--- src/design/bha_pkg.sv ---
`default_nettype none

package bha_pkg;

  localparam int LED_COUNT = 16;

  localparam int FILL_W = $clog2(LED_COUNT + 1);
  localparam int IDX_W  = (LED_COUNT > 1) ? $clog2(LED_COUNT) : 1;

  localparam int FADE_MS  = 500;
  localparam int BASE_ADD = 100;

  // level = floor(51 * x / 100) with x = fade + 100, done as a multiply by
  // 51 * ceil(2^21 / 100) and a shift; exact for every x up to 600.
  localparam int X_W         = 10;
  localparam int RECIP_MUL   = 1069572;
  localparam int RECIP_W     = 21;
  localparam int RECIP_SHIFT = 21;

  localparam int DEBOUNCE_RESET = 500;
  localparam int STEP_RESET     = 100;

  localparam int Q_DEPTH = 2;
  localparam int QPTR_W  = (Q_DEPTH > 1) ? $clog2(Q_DEPTH) : 1;
  localparam int QCNT_W  = $clog2(Q_DEPTH + 1);

  typedef enum logic {
    REG_DEBOUNCE = 1'b0,
    REG_STEP     = 1'b1
  } cfg_reg_e;

  typedef enum logic [2:0] {
    MOOD_BLUE,
    MOOD_MAGENTA,
    MOOD_CYAN,
    MOOD_GREEN,
    MOOD_YELLOW,
    MOOD_RED
  } mood_e;

  typedef struct packed {
    logic [15:0] debounce_ms;
    logic [15:0] step_ms;
  } cfg_t;

  typedef struct packed {
    logic [31:0]        now_ms;
    logic               heartbeat;
    logic               mic_level;
    logic signed [15:0] mood_value;
  } in_t;

  typedef struct packed {
    logic [5:0] pixel_index;
    logic [7:0] red;
    logic [7:0] green;
    logic [7:0] blue;
    logic       last_pixel;
  } out_t;

  // One tick as handed from the front to the back.
  typedef struct packed {
    logic [X_W-1:0]    level_x;
    mood_e             mood;
    logic [FILL_W-1:0] fill;
    logic              inhale;
  } tick_t;

  // Clamping to 0..599 falls out of the open-ended first and last ranges.
  function automatic mood_e mood_class(input logic signed [15:0] m);
    mood_e c;
    if (m < 16'sd100)      c = MOOD_BLUE;
    else if (m < 16'sd200) c = MOOD_MAGENTA;
    else if (m < 16'sd300) c = MOOD_CYAN;
    else if (m < 16'sd400) c = MOOD_GREEN;
    else if (m < 16'sd500) c = MOOD_YELLOW;
    else                   c = MOOD_RED;
    return c;
  endfunction

  // Returns {red, green, blue} on/off.
  function automatic logic [2:0] mood_rgb(input mood_e c);
    logic [2:0] rgb;
    case (c)
      MOOD_BLUE:    rgb = 3'b001;
      MOOD_MAGENTA: rgb = 3'b101;
      MOOD_CYAN:    rgb = 3'b011;
      MOOD_GREEN:   rgb = 3'b010;
      MOOD_YELLOW:  rgb = 3'b110;
      MOOD_RED:     rgb = 3'b100;
      default:      rgb = 3'b000;
    endcase
    return rgb;
  endfunction

endpackage

`default_nettype wire

--- src/design/bha_front.sv ---
`default_nettype none

module bha_front import bha_pkg::*; (
  input  wire logic  clk_i,
  input  wire logic  rst_ni,
  input  wire cfg_t  cfg_i,
  input  wire logic  accept_i,
  input  wire in_t   item_i,
  output tick_t      tick_o
);

  localparam logic [X_W-1:0]    X_TOP  = X_W'(FADE_MS + BASE_ADD);
  localparam logic [X_W-1:0]    X_BASE = X_W'(BASE_ADD);
  localparam logic [FILL_W-1:0] FILL_FULL = FILL_W'(LED_COUNT);

  logic [31:0]       beat_time_q, beat_time_d;
  logic              prev_mic_q;
  logic [31:0]       last_edge_q, last_edge_d;
  logic [31:0]       last_step_q, last_step_d;
  logic [FILL_W-1:0] fill_q, fill_d;
  logic              rewinding_q, rewinding_d;
  logic              animating_q, animating_d;
  logic              inhale_q, inhale_d;
  logic              target_q, target_d;

  logic [31:0] elapsed;
  logic [31:0] since_edge;
  logic [31:0] since_step;
  logic        edge_ok;
  logic        step;

  always_comb begin
    beat_time_d = item_i.heartbeat ? item_i.now_ms : beat_time_q;
    elapsed     = item_i.now_ms - beat_time_d;
    since_edge  = item_i.now_ms - last_edge_q;
    since_step  = item_i.now_ms - last_step_q;

    edge_ok = !prev_mic_q && item_i.mic_level && (since_edge > {16'd0, cfg_i.debounce_ms});
    // An accepted edge restarts the step timer, so no step is taken on the same tick.
    step    = !edge_ok && (since_step > {16'd0, cfg_i.step_ms});

    last_edge_d = last_edge_q;
    last_step_d = last_step_q;
    rewinding_d = rewinding_q;
    animating_d = animating_q;
    target_d    = target_q;
    inhale_d    = inhale_q;
    fill_d      = fill_q;

    if (edge_ok) begin
      last_edge_d = item_i.now_ms;
      last_step_d = item_i.now_ms;
      if (!animating_q) begin
        target_d    = !inhale_q;
        rewinding_d = 1'b1;
        animating_d = 1'b1;
      end else begin
        rewinding_d = !rewinding_q;
        target_d    = !target_q;
      end
    end

    if (step) begin
      last_step_d = item_i.now_ms;
      if (rewinding_d) begin
        if (fill_q != '0) begin
          fill_d = fill_q - 1'b1;
        end else begin
          rewinding_d = 1'b0;
          inhale_d    = target_d;
        end
      end else begin
        if (fill_q < FILL_FULL) begin
          fill_d = fill_q + 1'b1;
        end else begin
          animating_d = 1'b0;
        end
      end
    end

    tick_o.level_x = (elapsed < 32'(FADE_MS)) ? (X_TOP - elapsed[X_W-1:0]) : X_BASE;
    tick_o.mood    = mood_class(item_i.mood_value);
    tick_o.fill    = fill_d;
    tick_o.inhale  = inhale_d;
  end

  always_ff @(posedge clk_i or negedge rst_ni) begin
    if (!rst_ni) begin
      beat_time_q <= '0;
      prev_mic_q  <= 1'b0;
      last_edge_q <= '0;
      last_step_q <= '0;
      fill_q      <= '0;
      rewinding_q <= 1'b0;
      animating_q <= 1'b0;
      inhale_q    <= 1'b1;
      target_q    <= 1'b1;
    end else if (accept_i) begin
      beat_time_q <= beat_time_d;
      prev_mic_q  <= item_i.mic_level;
      last_edge_q <= last_edge_d;
      last_step_q <= last_step_d;
      fill_q      <= fill_d;
      rewinding_q <= rewinding_d;
      animating_q <= animating_d;
      inhale_q    <= inhale_d;
      target_q    <= target_d;
    end
  end

endmodule

`default_nettype wire

--- src/design/bha_tickq.sv ---
`default_nettype none

module bha_tickq import bha_pkg::*; (
  input  wire logic  clk_i,
  input  wire logic  rst_ni,
  input  wire logic  push_i,
  input  wire tick_t data_i,
  output logic       full_o,
  input  wire logic  pop_i,
  output logic       valid_o,
  output tick_t      data_o
);

  tick_t             mem_q [Q_DEPTH];
  logic [QPTR_W-1:0] wr_ptr_q, rd_ptr_q;
  logic [QCNT_W-1:0] count_q, count_d;
  logic              do_push, do_pop;

  assign full_o  = (count_q == QCNT_W'(Q_DEPTH));
  assign valid_o = (count_q != '0);
  assign data_o  = mem_q[rd_ptr_q];

  assign do_push = push_i && !full_o;
  assign do_pop  = pop_i && valid_o;

  always_comb begin
    count_d = count_q;
    if (do_push && !do_pop) begin
      count_d = count_q + 1'b1;
    end else if (do_pop && !do_push) begin
      count_d = count_q - 1'b1;
    end
  end

  always_ff @(posedge clk_i or negedge rst_ni) begin
    if (!rst_ni) begin
      wr_ptr_q <= '0;
      rd_ptr_q <= '0;
      count_q  <= '0;
    end else begin
      count_q <= count_d;
      if (do_push) begin
        wr_ptr_q <= (wr_ptr_q == QPTR_W'(Q_DEPTH - 1)) ? '0 : wr_ptr_q + 1'b1;
      end
      if (do_pop) begin
        rd_ptr_q <= (rd_ptr_q == QPTR_W'(Q_DEPTH - 1)) ? '0 : rd_ptr_q + 1'b1;
      end
    end
  end

  always_ff @(posedge clk_i) begin
    if (do_push) begin
      mem_q[wr_ptr_q] <= data_i;
    end
  end

endmodule

`default_nettype wire

--- src/design/bha_back.sv ---
`default_nettype none

module bha_back import bha_pkg::*; (
  input  wire logic  clk_i,
  input  wire logic  rst_ni,
  input  wire logic  tick_valid_i,
  input  wire tick_t tick_i,
  output logic       tick_take_o,
  output logic       empty_o,
  input  wire logic  pop_i,
  output out_t       item_o
);

  localparam int PROD_W = X_W + RECIP_W;
  localparam int SUM_W  = FILL_W + 1;

  logic              desc_valid_q, desc_valid_d;
  logic [7:0]        level_q;
  logic [2:0]        rgb_q;
  logic [FILL_W-1:0] fill_q;
  logic              inhale_q;
  logic [IDX_W-1:0]  idx_q;

  logic              out_valid_q, out_valid_d;
  out_t              out_q;

  logic              out_free, emit, is_last, lit;
  logic [PROD_W-1:0] prod;
  logic [X_W-1:0]    quot;
  logic [7:0]        level;
  logic [SUM_W-1:0]  pos_sum;
  out_t              word;

  always_comb begin
    out_free    = !out_valid_q || pop_i;
    emit        = desc_valid_q && out_free;
    is_last     = (idx_q == IDX_W'(LED_COUNT - 1));
    tick_take_o = tick_valid_i && (!desc_valid_q || (emit && is_last));

    // Channel level for a lit component, saturated at full scale.
    prod  = PROD_W'(tick_i.level_x) * PROD_W'(RECIP_MUL);
    quot  = prod[PROD_W-1:RECIP_SHIFT];
    level = (quot > X_W'(255)) ? 8'hFF : quot[7:0];

    pos_sum = SUM_W'(idx_q) + SUM_W'(fill_q);
    if (inhale_q) begin
      lit = (pos_sum >= SUM_W'(LED_COUNT));
    end else begin
      lit = (SUM_W'(idx_q) >= SUM_W'(fill_q));
    end

    word.pixel_index = 6'(idx_q);
    word.red         = (lit && rgb_q[2]) ? level_q : 8'd0;
    word.green       = (lit && rgb_q[1]) ? level_q : 8'd0;
    word.blue        = (lit && rgb_q[0]) ? level_q : 8'd0;
    word.last_pixel  = is_last;

    desc_valid_d = desc_valid_q;
    if (tick_take_o) begin
      desc_valid_d = 1'b1;
    end else if (emit && is_last) begin
      desc_valid_d = 1'b0;
    end

    out_valid_d = out_valid_q;
    if (emit) begin
      out_valid_d = 1'b1;
    end else if (pop_i) begin
      out_valid_d = 1'b0;
    end
  end

  always_ff @(posedge clk_i or negedge rst_ni) begin
    if (!rst_ni) begin
      desc_valid_q <= 1'b0;
      out_valid_q  <= 1'b0;
      idx_q        <= '0;
    end else begin
      desc_valid_q <= desc_valid_d;
      out_valid_q  <= out_valid_d;
      if (tick_take_o) begin
        idx_q <= '0;
      end else if (emit) begin
        idx_q <= is_last ? '0 : idx_q + 1'b1;
      end
    end
  end

  always_ff @(posedge clk_i) begin
    if (tick_take_o) begin
      level_q  <= level;
      rgb_q    <= mood_rgb(tick_i.mood);
      fill_q   <= tick_i.fill;
      inhale_q <= tick_i.inhale;
    end
    if (emit) begin
      out_q <= word;
    end
  end

  assign empty_o = !out_valid_q;
  assign item_o  = out_q;

endmodule

`default_nettype wire

--- src/design/breath_heartbeat_led_animator.sv ---
// Channel   Direction  Handshake                     Payload
// input     in         push / full                   in_item_i   (in_t)
// result    out        pop / empty                   out_item_o  (out_t)
// config    in/out     psel, penable, pwrite, pready paddr, pwdata, prdata
//
// Each tick word gives LED_COUNT result words, one per cycle while the receiver keeps
// popping; the back end's pixel counter steps through them and sets the rate.
// The first result of a tick passes the tick queue, the back end's descriptor and its output register.
// A two-entry tick queue lets the front take ticks while the back is busy;
// full rises only when both entries wait, and a stalled result holds the back.
// Reset is asynchronous and active low and needs no clearing pass.
`default_nettype none

module breath_heartbeat_led_animator import bha_pkg::*; (
  input  wire logic        clk_i,
  input  wire logic        rst_ni,
  input  wire logic        push,
  output logic             full,
  input  wire in_t         in_item_i,
  output logic             empty,
  input  wire logic        pop,
  output out_t             out_item_o,
  input  wire logic        psel,
  input  wire logic        penable,
  input  wire logic        pwrite,
  input  wire logic [2:0]  paddr,
  input  wire logic [31:0] pwdata,
  output logic [31:0]      prdata,
  output logic             pready
);

  cfg_t     cfg_q;
  cfg_reg_e reg_sel;
  logic     cfg_write;
  logic     accept;
  tick_t    front_tick, queue_tick;
  logic     queue_valid, queue_take;

  assign pready    = 1'b1;
  assign reg_sel   = cfg_reg_e'(paddr[2]);
  assign cfg_write = psel && penable && pwrite && pready;

  always_ff @(posedge clk_i or negedge rst_ni) begin
    if (!rst_ni) begin
      cfg_q.debounce_ms <= 16'(DEBOUNCE_RESET);
      cfg_q.step_ms     <= 16'(STEP_RESET);
    end else if (cfg_write) begin
      case (reg_sel)
        REG_DEBOUNCE: cfg_q.debounce_ms <= pwdata[15:0];
        REG_STEP:     cfg_q.step_ms     <= pwdata[15:0];
        default:      ;
      endcase
    end
  end

  always_comb begin
    case (reg_sel)
      REG_DEBOUNCE: prdata = {16'd0, cfg_q.debounce_ms};
      REG_STEP:     prdata = {16'd0, cfg_q.step_ms};
      default:      prdata = '0;
    endcase
  end

  assign accept = push && !full;

  bha_front u_front (
    .clk_i    (clk_i),
    .rst_ni   (rst_ni),
    .cfg_i    (cfg_q),
    .accept_i (accept),
    .item_i   (in_item_i),
    .tick_o   (front_tick)
  );

  bha_tickq u_tickq (
    .clk_i   (clk_i),
    .rst_ni  (rst_ni),
    .push_i  (push),
    .data_i  (front_tick),
    .full_o  (full),
    .pop_i   (queue_take),
    .valid_o (queue_valid),
    .data_o  (queue_tick)
  );

  bha_back u_back (
    .clk_i        (clk_i),
    .rst_ni       (rst_ni),
    .tick_valid_i (queue_valid),
    .tick_i       (queue_tick),
    .tick_take_o  (queue_take),
    .empty_o      (empty),
    .pop_i        (pop),
    .item_o       (out_item_o)
  );

endmodule

`default_nettype wire

--- config.mk ---
export PLATFORM = sky130hd
export DESIGN_NAME = breath_heartbeat_led_animator
export DESIGN_NICKNAME = d
export VERILOG_FILES = /design/src/design/bha_pkg.sv /design/src/design/bha_front.sv /design/src/design/bha_tickq.sv /design/src/design/bha_back.sv /design/src/design/breath_heartbeat_led_animator.sv
export SDC_FILE = /design/constraint.sdc
export NUM_CORES = 1
export LEC_CHECK = 0
export ABC_CLOCK_PERIOD_IN_PS = 7000
export BUFFER_PORTS_ARGS = -buffer_cell sky130_fd_sc_hd__buf_2
export CAP_MARGIN = 10
export CORE_MARGIN = 3
export CORE_UTILIZATION = 30
export DETAILED_ROUTE_END_ITERATION = 10
export GPL_ROUTABILITY_DRIVEN = 0
export HOLD_SLACK_MARGIN = 0.1
export PLACE_DENSITY_LB_ADDON = 0.1
export SLEW_MARGIN = 15
export SYNTH_ARGS = -nofsm -noshare
export SYNTH_HDL_FRONTEND = slang
export SYNTH_SLANG_ARGS = --single-unit
--- constraint.sdc ---
create_clock -name clk_i -period 7 [get_ports clk_i]
set_input_delay 0.7 -clock clk_i [delete_from_list [all_inputs] [get_ports clk_i]]
set_output_delay 0.7 -clock clk_i [all_outputs]
set_load 0.1 [all_outputs]
==> results of run 1 <==
[area by class of cell]
class,instances,area (um^2)
sequential,232,6240
inverter,157,589
timing repair buffer,147,815
clock inverter,10,88.8
antenna,1,2.50
fill,5961,37700
multi-input combinational,1392,10500
tap,765,957
clock buffer,48,960
[per-layer routing]
layer  routed length (um)  share of wire  GRT usage
met5                    0              0          0
met4                 1460          0.030     0.0444
met3                 1850          0.038     0.0226
met2                22700           0.46      0.265
met1                23100           0.47      0.213
[metrics by stage]
stage	setup slack, ns	instance area (um^2)	hold WS, ns	util	total power [mW]
after floorplan	1.17	17600	0.404	-	6.43
after global placement	0.221	19100	0.459	0.330	7.74
after detailed placement	0.0991	19100	0.467	0.330	7.81
after CTS	0.614	20100	0.133	0.348	9.49
after global routing	0.378	20100	0.162	0.348	10.3
final	0.613	20100	0.135	0.348	9.37
[path summary, 6_finish.rpt]
path                                    startpoint                       to  cells after the start
min in group clk_i                   in_item_i[16]       u_front.prev_mic_q                      3
max reg2reg                 u_front.last_edge_q[0]      u_tickq.mem_q[0][3]                     21
max                         u_front.last_edge_q[0]      u_tickq.mem_q[0][3]                     21
max in group asynchronous                   rst_ni      u_back.desc_valid_q                      2
min                                         rst_ni                cfg_q[29]                      1
min reg2reg                u_front.beat_time_q[24]  u_front.beat_time_q[24]                      2
[Yosys cell counts, drive strengths merged (6+ instances only)]
master     n
nand2b    15
o21a      18
xor2      30
nor3      35
edfxtp    84
dfstp     11
a21oi    116
nand4     24
nand2    157
o21ai    118
o21bai    12
a211oi    12
or2        7
or3       12
mux2     120
ha       195
xnor2     41
inv      156
o2111ai    9
a21o      33
nor2b     17
nor2      94
mux2i     46
nor4      12
a211o     14
and2       6
and3      39
a31oi     23
a21boi    11
buf       34
nand3     40
o31ai     10
o211ai    14
fa        10
clkbuf    40
dfrtp    137
[registers in the layout (all words and copies together) (netlist names), 8 cells and up]
| name | cells |
|---|---|
| u_front.beat_time_q | 32 |
| u_back.level_q | 8 |
| u_front.last_edge_q | 32 |
| u_front.last_step_q | 32 |
| u_back.item_o | 29 |
| cfg_q | 32 |
| u_tickq.mem_q | 38 |
[power groups by stage]
| stage | Sequential (mW) | Clock, mW | Combinational, mW |
|---|---|---|---|
| after detailed placement | 2.19 | 0 | 5.61 |
| after CTS | 2.17 | 1.67 | 5.66 |
| after floorplan | 2.24 | 0 | 4.19 |
| final | 2.17 | 1.59 | 5.61 |
| after global routing | 2.23 | 1.72 | 6.36 |
| after global placement | 2.18 | 0 | 5.56 |
[worst max-delay path, stage by stage, from the launching register on]
cell and delay, ns:
dfrtp_1 0.39, ha_1 0.20, inv_1 0.07, fa_1 0.19, a21oi_1 0.11, nand4b_1 0.42, a2111o_1 0.57, nand3_1 0.12
xor2_1 0.19, ha_1 0.29, nand4_1 0.18, nor4_1 0.10, a21boi_0 0.13, o41a_1 0.46, nor4_1 0.28, o2111ai_1 0.17
a311o_1 0.40, or4b_1 0.72, a211o_1 0.42, mux2i_1 0.16, o221a_1 0.26, mux2_2 0.28
[logic make-up (layout without fill, tap and decap cells)]
| kind of cell | after synthesis | after routing | synth area share |
|---|---|---|---|
| compound gates | 449 | 449 | 0.167 |
| xor+xnor | 71 | 71 | 0.0354 |
| fa+ha+maj | 205 | 205 | 0.150 |
| buf+inv | 231 | 362 | 0.0544 |
| flops | 232 | 232 | 0.355 |
| mux | 166 | 166 | 0.103 |
| other cells | 2 | 20 | 0.000427 |
| simple gates | 482 | 482 | 0.135 |
[cells in the final DEF (no fill, tap or decap), types with 17 or more instances in the layout]
master / instances
nor2_1: 94
nand3_1: 39
buf_2: 117
xor2_1: 30
conb_1: 19
a31oi_1: 23
a21oi_1: 113
a21o_1: 33
clkbuf_16: 31
o21a_1: 18
mux2i_1: 46
nor2b_1: 17
mux2_2: 119
nand2_1: 155
nor3_1: 35
xnor2_1: 41
nand4_1: 24
ha_1: 195
buf_4: 29
o21ai_0: 112
edfxtp_1: 84
and3_1: 39
dfrtp_1: 137
inv_1: 156
==> impl_metrics.csv, run 1 <==
group,metric,value,unit
global_route,grt-ovfl-total,0,
sta,finalClockSkew,0.0148,ns
setup_path,crit_path_max_fanout,6,
sta,worst-slew-pin-transition,1.02,ns
synthesis,ys.flop_type,"dfrtp_1",
clock_network,cts-buffers-inserted,31,
power,power.switching,4.23,mW
power,max-vdd-ir-drop,0.206,mV
clock_network,holdBufCountCts,0,
setup_path,start_kind,"register",
placement,io_buffer_count,118,
synthesis,yosys_register_bits,232,
sta,finalHoldViolCount,0,
floorplan,die_y,248,um
clock_network,clock-sinks,232,
floorplan,die_area,61600,um^2
power,cellPowerDensity,466,nW/um^2
routing,vias,13855,
power,leakagePower,9.03,nW
synthesis,yosysTopAreaCellShare,0.195,
synthesis,async_flop_share,0.638,
setup_path,worstPathRequired,7.32,ns
placement,dp_cells,2693,
final_layout,layout-drive-gt1-share,0.178,
sta,tns,0,ns
clock_network,ctsResizeCount,0,
power,p_seq_frac,0.231,
sta,report.final.slew_viol_count,0,
floorplan,rows,88,
power,p_int,5.14,mW
routing,firstDrtPassIters,5,
clock_network,htree_levels,1,
clock_network,cts_root_buf,"clkbuf_16",
power,switching_share,0.452,
setup_path,crit_type,"reg -> reg",
final_layout,areaGrowthSynthToFinish,14.5,%
floorplan,pin_count,158,
sta,period_needed,6.39,ns
sta,fmaxAchievable,157,MHz
global_route,first_global_vias,13592,
outcome,status,"finished clean",
hold_path,hp-class,"in -> async",
placement,dpl.hpwl,38300,um
global_route,antenna_found_initial,2,
routing,dr.first_iter.drc_count,700,
global_route,grt_usage,0.158,
synthesis,synthesis.instances,1838,
routing,drcViolationCount,0,
power,power_frac_comb,0.599,
floorplan,coreArea,57800,um^2
sta,relSlewSlack,0.319,
flow_run,cap_violations,0,
synthesis,ys_warn_count,0,
clock_network,cts_buffer_depth,3,
clock_network,cts_setup_buffers,0,
global_route,grt_pass1_wl,76500,um
sta,post-route-period-util,0.912,
synthesis,syn_area,17600,um^2
synthesis,netlist_top_cells_area,"dfrtp_1 19%, edfxtp_1 14%, ha_1 14%",
routing,wl_per_cell,17.8,um
routing,ant_nets,0,
clock_network,clkTransAtPathRegs,0.06,ns
global_route,grt_max_degree,71,
synthesis,post_synth.cell_area_avg,9.57,um^2
floorplan,die_w,248,um
synthesis,synth_top_area_cell,"dfrtp_1",
synthesis,synth-edff-count,84,
setup_path,worst_ep_arrival_time,6.70,ns
setup_path,worst_setup_path_end_kind,"register",
synthesis,ys_seq_area_frac,0.355,
synthesis,ys_types,92,
sta,grt_setup_unrepaired,"false",
clock_network,cts_tree,"done",
routing,via_per_inst,5.03,
final_layout,layout.nets,2258,
routing,wirelength,49100,um
clock_network,clock_latency,0.58,ns
final_layout,instances_no_fill,2752,
setup_path,rrSetupSlack,0.61,ns
floorplan,initial_utilization,0.304,
power,clockPowerShare,0.170,
sta,setup_viol,0,
Power figures use the tool's default switching activity.
==> run 2, diff against run 1 <==
- RECOVER_POWER: default -> 50
==> impl_metrics.csv, run 2 (synthesized netlist as in run 1, its figures left out) <==
group,metric,value,unit
floorplan,initial_utilization,0.304,
clock_network,cts_tree,"done",
global_route,grt-ovfl-total,0,
power,max-vdd-ir-drop,0.206,mV
sta,relSlewSlack,-1.60,
clock_network,cts_buffer_depth,3,
final_layout,layout.nets,2258,
sta,tns,0,ns
setup_path,worst_setup_path_end_kind,"register",
final_layout,largest_reg_flops,38,
sta,grt_setup_unrepaired,"false",
floorplan,die_area,61600,um^2
clock_network,cts_root_buf,"clkbuf_16",
setup_path,worst_ep_arrival_time,6.72,ns
final_layout,utilization,0.348,
floorplan,coreArea,57800,um^2
final_layout,top_register,"u_tickq.mem_q",
clock_network,ctsResizeCount,0,
routing,wirelength,49000,um
clock_network,clkTransAtPathRegs,0.06,ns
clock_network,clock_latency,0.58,ns
setup_path,crit_slowest_cell,"or4b_1",
routing,drcViolationCount,0,
global_route,grt_pass1_wl,76500,um
global_route,grt_max_degree,71,
setup_path,cp_num_buf_inv,1,
sta,post-route-period-util,0.914,
placement,dpl.hpwl,38300,um
setup_path,worstPathRequired,7.32,ns
sta,setup_viol,0,
final_layout,final_cell_mix,"195 x ha_1, 156 x inv_1, 155 x nand2_1",
floorplan,pin_count,158,
routing,via_per_inst,5.03,
power,cellPowerDensity,466,nW/um^2
routing,dr.first_iter.drc_count,655,
final_layout,areaGrowthSynthToFinish,14.2,%
clock_network,cts_setup_buffers,0,
global_route,antenna_found_initial,2,
clock_network,clock-sinks,232,
setup_path,crit_type,"reg -> reg",
outcome,status,"complete, but fails checks",
hold_path,hp-class,"in -> reg",
global_route,first_global_vias,13592,
outcome,violations,"capacitance limit, slew limit",
global_route,grt_usage,0.158,
routing,vias,13845,
sta,worst-slew-pin-transition,3.91,ns
sta,finalHoldViolCount,0,
sta,fmaxAchievable,156,MHz
clock_network,cts-buffers-inserted,31,
flow_run,cap_violations,5,
clock_network,htree_levels,1,
setup_path,cpPeakStageDelay,0.72,ns
setup_path,start_kind,"register",
setup_path,crit_path_max_fanout,6,
power,leakagePower,8.99,nW
floorplan,die_y,248,um
routing,wl_per_cell,17.8,um
sta,period_needed,6.40,ns
setup_path,crit_chain,"ha_1, inv_1, fa_1, a21oi_1, nand4b_1, a2111o_1, nand3_1, xor2_1, ha_1, nand4_1, nor4_1, a21boi_0, o41a_1, nor4_1, o2111ai_1, a311o_1, or4b_1, a211o_1, mux2i_1, o221a_1, mux2_2",
final_layout,nFillCells,5972,
floorplan,rows,88,
routing,firstDrtPassIters,5,
routing,ant_nets,0,
final_layout,layout-drive-gt1-share,0.171,
final_layout,final_common_cell,"ha_1",
placement,io_buffer_count,118,
sta,finalClockSkew,0.0144,ns
setup_path,critical_path.top_delay_family,"compound AO/OA/AOI/OAI gates",
clock_network,holdBufCountCts,0,
sta,report.final.slew_viol_count,257,
floorplan,die_w,248,um
==> run 2: changes by cell type in the layout (fill, tap and decap cells not counted), sizes merged <==
cell    previous run  this run
clkbuf            48        58
buf              147       137
==> run 2: final cells by class <==
cell class              count  area, um^2  share of cell area
diodes                      1        2.50            0.000125
multi-input cells        1392       10500               0.521
well taps                 765         957              0.0476
repair buffers            147         776              0.0386
clock buffers              48         960              0.0478
clock inverters            10        88.8             0.00442
flip-flops and latches    232        6240               0.311
inverters                 157         589              0.0293
==> run 2: power by group <==
group / switching, mW / total (mW) / leakage, nW / internal [mW]
logic: 3.36 / 5.60 / 5.94 / 2.24
registers: 0.251 / 2.17 / 2.53 / 1.92
clock network: 0.619 / 1.59 / 0.519 / 0.974
==> run 2: worst reg2reg max path, cell delays in order (launching register included) <==
cell and delay (ns):
dfrtp_1 0.39, ha_1 0.20, inv_1 0.07, fa_1 0.19, a21oi_1 0.11, nand4b_1 0.42, a2111o_1 0.58, nand3_1 0.12
xor2_1 0.20, ha_1 0.29, nand4_1 0.18, nor4_1 0.10, a21boi_0 0.13, o41a_1 0.47, nor4_1 0.28, o2111ai_1 0.17
a311o_1 0.40, or4b_1 0.72, a211o_1 0.43, mux2i_1 0.16, o221a_1 0.26, mux2_2 0.28
==> run 2: routing by layer <==
metal / vias up / track usage / wire, um / share of wire
met3: 65 / 0.0226 / 1780 / 0.036
li1: 6930 / - / - / -
met1: 6622 / 0.213 / 23000 / 0.47
met4: 0 / 0.0444 / 1470 / 0.030
met2: 228 / 0.265 / 22800 / 0.46
met5: - / 0 / 0 / 0
==> run 2: path summary, 6_finish.rpt <==
path	from	endpoint	slack, ns	cells after the start
worst max-delay path	u_front.last_edge_q[0]	u_tickq.mem_q[0][3]	0.60	21
worst min-delay path	in_item_i[16]	u_front.prev_mic_q	0.34	3
worst max register to register	u_front.last_edge_q[0]	u_tickq.mem_q[0][3]	0.60	21
worst min register to register	u_front.beat_time_q[25]	u_front.beat_time_q[25]	0.48	2
max in group asynchronous	rst_ni	u_front.last_edge_q[3]	1.54	2
min in group asynchronous	rst_ni	cfg_q[29]	1.48	1
==> run 2: metrics by stage <==
step / total power, mW / cell area, um^2 / worst slack [ns] / hold WS (ns) / cells
global route: 10.3 / 20100 / 0.352 / 0.318 / 2752
detailed placement: 7.81 / 19100 / 0.0991 / 0.467 / 2693
finish: 9.36 / 20100 / 0.600 / 0.337 / 2752
floorplan: 6.43 / 17600 / 1.17 / 0.404 / 1855
global placement: 7.74 / 19100 / 0.221 / 0.459 / 2693
CTS: 9.49 / 20100 / 0.614 / 0.133 / 2751
==> run 3, diff against run 2 <==
- ABC_AREA: default -> 1
==> impl_metrics.csv, run 3 <==
group,metric,value,unit
setup_path,crit_type,"reg -> reg",
global_route,first_global_vias,16629,
final_layout,utilization,0.344,
routing,ant_nets,0,
final_layout,final_cell_mix,"838 x nand2_1, 464 x inv_1, 195 x ha_1",
routing,dr.first_iter.drc_count,1043,
power,max-vdd-ir-drop,0.221,mV
floorplan,coreArea,62400,um^2
sta,tns,0,ns
setup_path,worst_ep_arrival_time,5.74,ns
hold_path,hp-class,"in -> reg",
clock_network,cts_setup_buffers,0,
setup_path,worstPathRequired,7.31,ns
floorplan,die_y,258,um
final_layout,final_common_cell,"nand2_1",
sta,post-route-period-util,0.776,
routing,vias,17153,
sta,grt_setup_unrepaired,"false",
sta,fmaxAchievable,184,MHz
setup_path,rrSetupSlack,1.57,ns
clock_network,cts_tree,"done",
sta,setup_viol,0,
final_layout,top_register,"u_tickq.mem_q",
synthesis,syn_area,19100,um^2
synthesis,post_synth.cell_area_avg,7.04,um^2
setup_path,rr_endpoint,"u_back.level_q[2]",
clock_network,clock_latency,0.59,ns
global_route,grt_max_degree,80,
placement,dpl.hpwl,47100,um
final_layout,largest_reg_flops,38,
global_route,antenna_found_initial,2,
synthesis,netlist_top_cells_area,"dfrtp_1 18%, nand2_1 16%, edfxtp_1 13%",
setup_path,cpPeakStageDelay,0.53,ns
synthesis,ys_types,56,
hold_path,worstHoldStart,"in_item_i[16]",
setup_path,crit_slowest_cell,"fa_1",
sta,finalHoldViolCount,0,
sta,worst-slew-pin-transition,4.97,ns
synthesis,ys_seq_area_frac,0.327,
power,leakagePower,11.2,nW
clock_network,cts_root_buf,"clkbuf_16",
synthesis,ys_warn_count,0,
outcome,status,"complete, but fails checks",
floorplan,die_area,66800,um^2
setup_path,cp_num_buf_inv,5,
setup_path,path_common_cell,"nand2_1",
routing,wirelength,57600,um
setup_path,start_kind,"register",
final_layout,layout.nets,3126,
routing,wl_per_cell,15.6,um
placement,io_buffer_count,118,
flow_run,cap_violations,2,
synthesis,ys.flop_type,"dfrtp_1",
hold_path,holdPathStages,3,
synthesis,yosysMostFrequentCell,"nand2_1",
synthesis,yosysTopAreaCellShare,0.179,
clock_network,holdBufCountCts,0,
clock_network,htree_levels,1,
final_layout,areaGrowthSynthToFinish,12.2,%
clock_network,cts-buffers-inserted,30,
routing,drcViolationCount,0,
outcome,violations,"capacitance limit, slew limit",
clock_network,clkTransAtPathRegs,0.06,ns
sta,finalClockSkew,0.0234,ns
synthesis,synth_top_area_cell,"dfrtp_1",
sta,report.final.slew_viol_count,150,
hold_path,whs_endpoint,"u_front.prev_mic_q",
floorplan,pin_count,158,
floorplan,initial_utilization,0.306,
power,cellPowerDensity,492,nW/um^2
final_layout,layout-drive-gt1-share,0.0890,
synthesis,async_flop_share,0.638,
sta,period_needed,5.43,ns
clock_network,cts_buffer_depth,3,
global_route,grt_usage,0.171,
setup_path,crit_path_max_fanout,23,
setup_path,r2r_start,"u_tickq.rd_ptr_q",
setup_path,critical_path.top_delay_family,"adder cells",
global_route,grt_pass1_wl,91400,um
routing,firstDrtPassIters,5,
synthesis,synth-edff-count,84,
synthesis,yosys-top-cells-count,"838 x nand2_1, 465 x inv_1, 195 x ha_1",
sta,relSlewSlack,-2.31,
routing,via_per_inst,4.65,
synthesis,yosys_register_bits,232,
setup_path,worst_setup_path_end_kind,"register",
clock_network,clock-sinks,232,
floorplan,rows,91,
floorplan,die_w,258,um
global_route,grt-ovfl-total,0,
clock_network,ctsResizeCount,0,
setup_path,worst-r2r-cell-count,26,
synthesis,synthesis.instances,2714,
## run 3: changes by cell type after synthesis, moves of 29 or more
cell     delta
a21o_1     -29
inv_1     +309
nor2_1     +93
o21ai_1    +35
and3_1     -34
nand3_1    +80
mux2i_1    -46
nand2_1   +682
mux2_2    -119
o21ai_0    +70
## run 3: worst register-to-register path: stages (launching register included)
cell and delay [ns]:
dfrtp_1 0.32, buf_4 0.26, inv_1 0.33, or2_2 0.37, o21ai_0 0.11, inv_1 0.17
ha_1 0.31, inv_1 0.05, fa_1 0.53, inv_1 0.06, fa_1 0.43, ha_1 0.29
ha_1 0.32, a21oi_1 0.15, o21ai_0 0.09, a21oi_1 0.12, nand2_1 0.10, nand2_1 0.07
nand2_1 0.07, nand2_1 0.07, nand2_1 0.07, nand2_1 0.06, nand2_1 0.07, nand2_1 0.08
nand2_1 0.11, a211oi_2 0.45, nand2_1 0.11
## run 3: worst max path at each step
stage / from / to / cells after the start
after floorplan: u_tickq.rd_ptr_q / u_back.level_q[6] / 26
after global placement: in_item_i[18] / u_front.last_edge_q[20] / 27
after detailed placement: in_item_i[18] / u_front.last_edge_q[20] / 27
after CTS: u_tickq.rd_ptr_q / u_back.level_q[2] / 26
after global routing: u_tickq.rd_ptr_q / u_back.level_q[2] / 26
final: u_tickq.rd_ptr_q / u_back.level_q[2] / 26
## run 3: kinds of logic after synthesis
logic type               Yosys count  synth area share
AND/OR/NAND/NOR                 1282             0.280
other                              2          0.000393
flip-flops                       232             0.327
AO/OA/AOI/OAI                    382             0.108
buffers and inverters            539             0.114
adder cells (fa/ha/maj)          205             0.138
XOR/XNOR                          71            0.0325
multiplexers                       1          0.000786
## run 3: metal layers
layer	vias up	GRT usage	part of all wire
met5	-	0	0
met4	0	0.0377	0.018
met3	54	0.0266	0.048
met2	348	0.284	0.46
met1	7927	0.234	0.48
li1	8824	-	-
## run 3: report_power, final
group          total (mW)  internal, mW  switching [mW]
sequential           2.24          2.01           0.226
clock                1.46         0.825           0.639
combinational        6.85          2.33            4.53
## run 3: stage by stage
stage | hold slack, ns | instances | instance area (um^2) | total power, mW | worst slack, ns
detailed placement | 0.471 | 3634 | 20500 | 9.14 | 1.42
finish | 0.352 | 3692 | 21400 | 10.6 | 1.57
global route | 0.338 | 3690 | 21400 | 11.8 | 0.959
CTS | 0.178 | 3690 | 21500 | 10.7 | 1.46
floorplan | 0.404 | 2731 | 19200 | 7.47 | 2.26
global placement | 0.462 | 3634 | 20500 | 9.05 | 1.45
## run 3: layout make-up
| type | count | area, um^2 |
|---|---|---|
| clock buffers | 41 | 822 |
| clock inverters | 15 | 110 |
| fillers | 6813 | 41000 |
| inverters | 477 | 1790 |
| multi-input cells | 1960 | 10800 |
| well taps | 837 | 1050 |
| diodes | 2 | 5.00 |
| repair buffers | 128 | 647 |
| flip-flops and latches | 232 | 6240 |
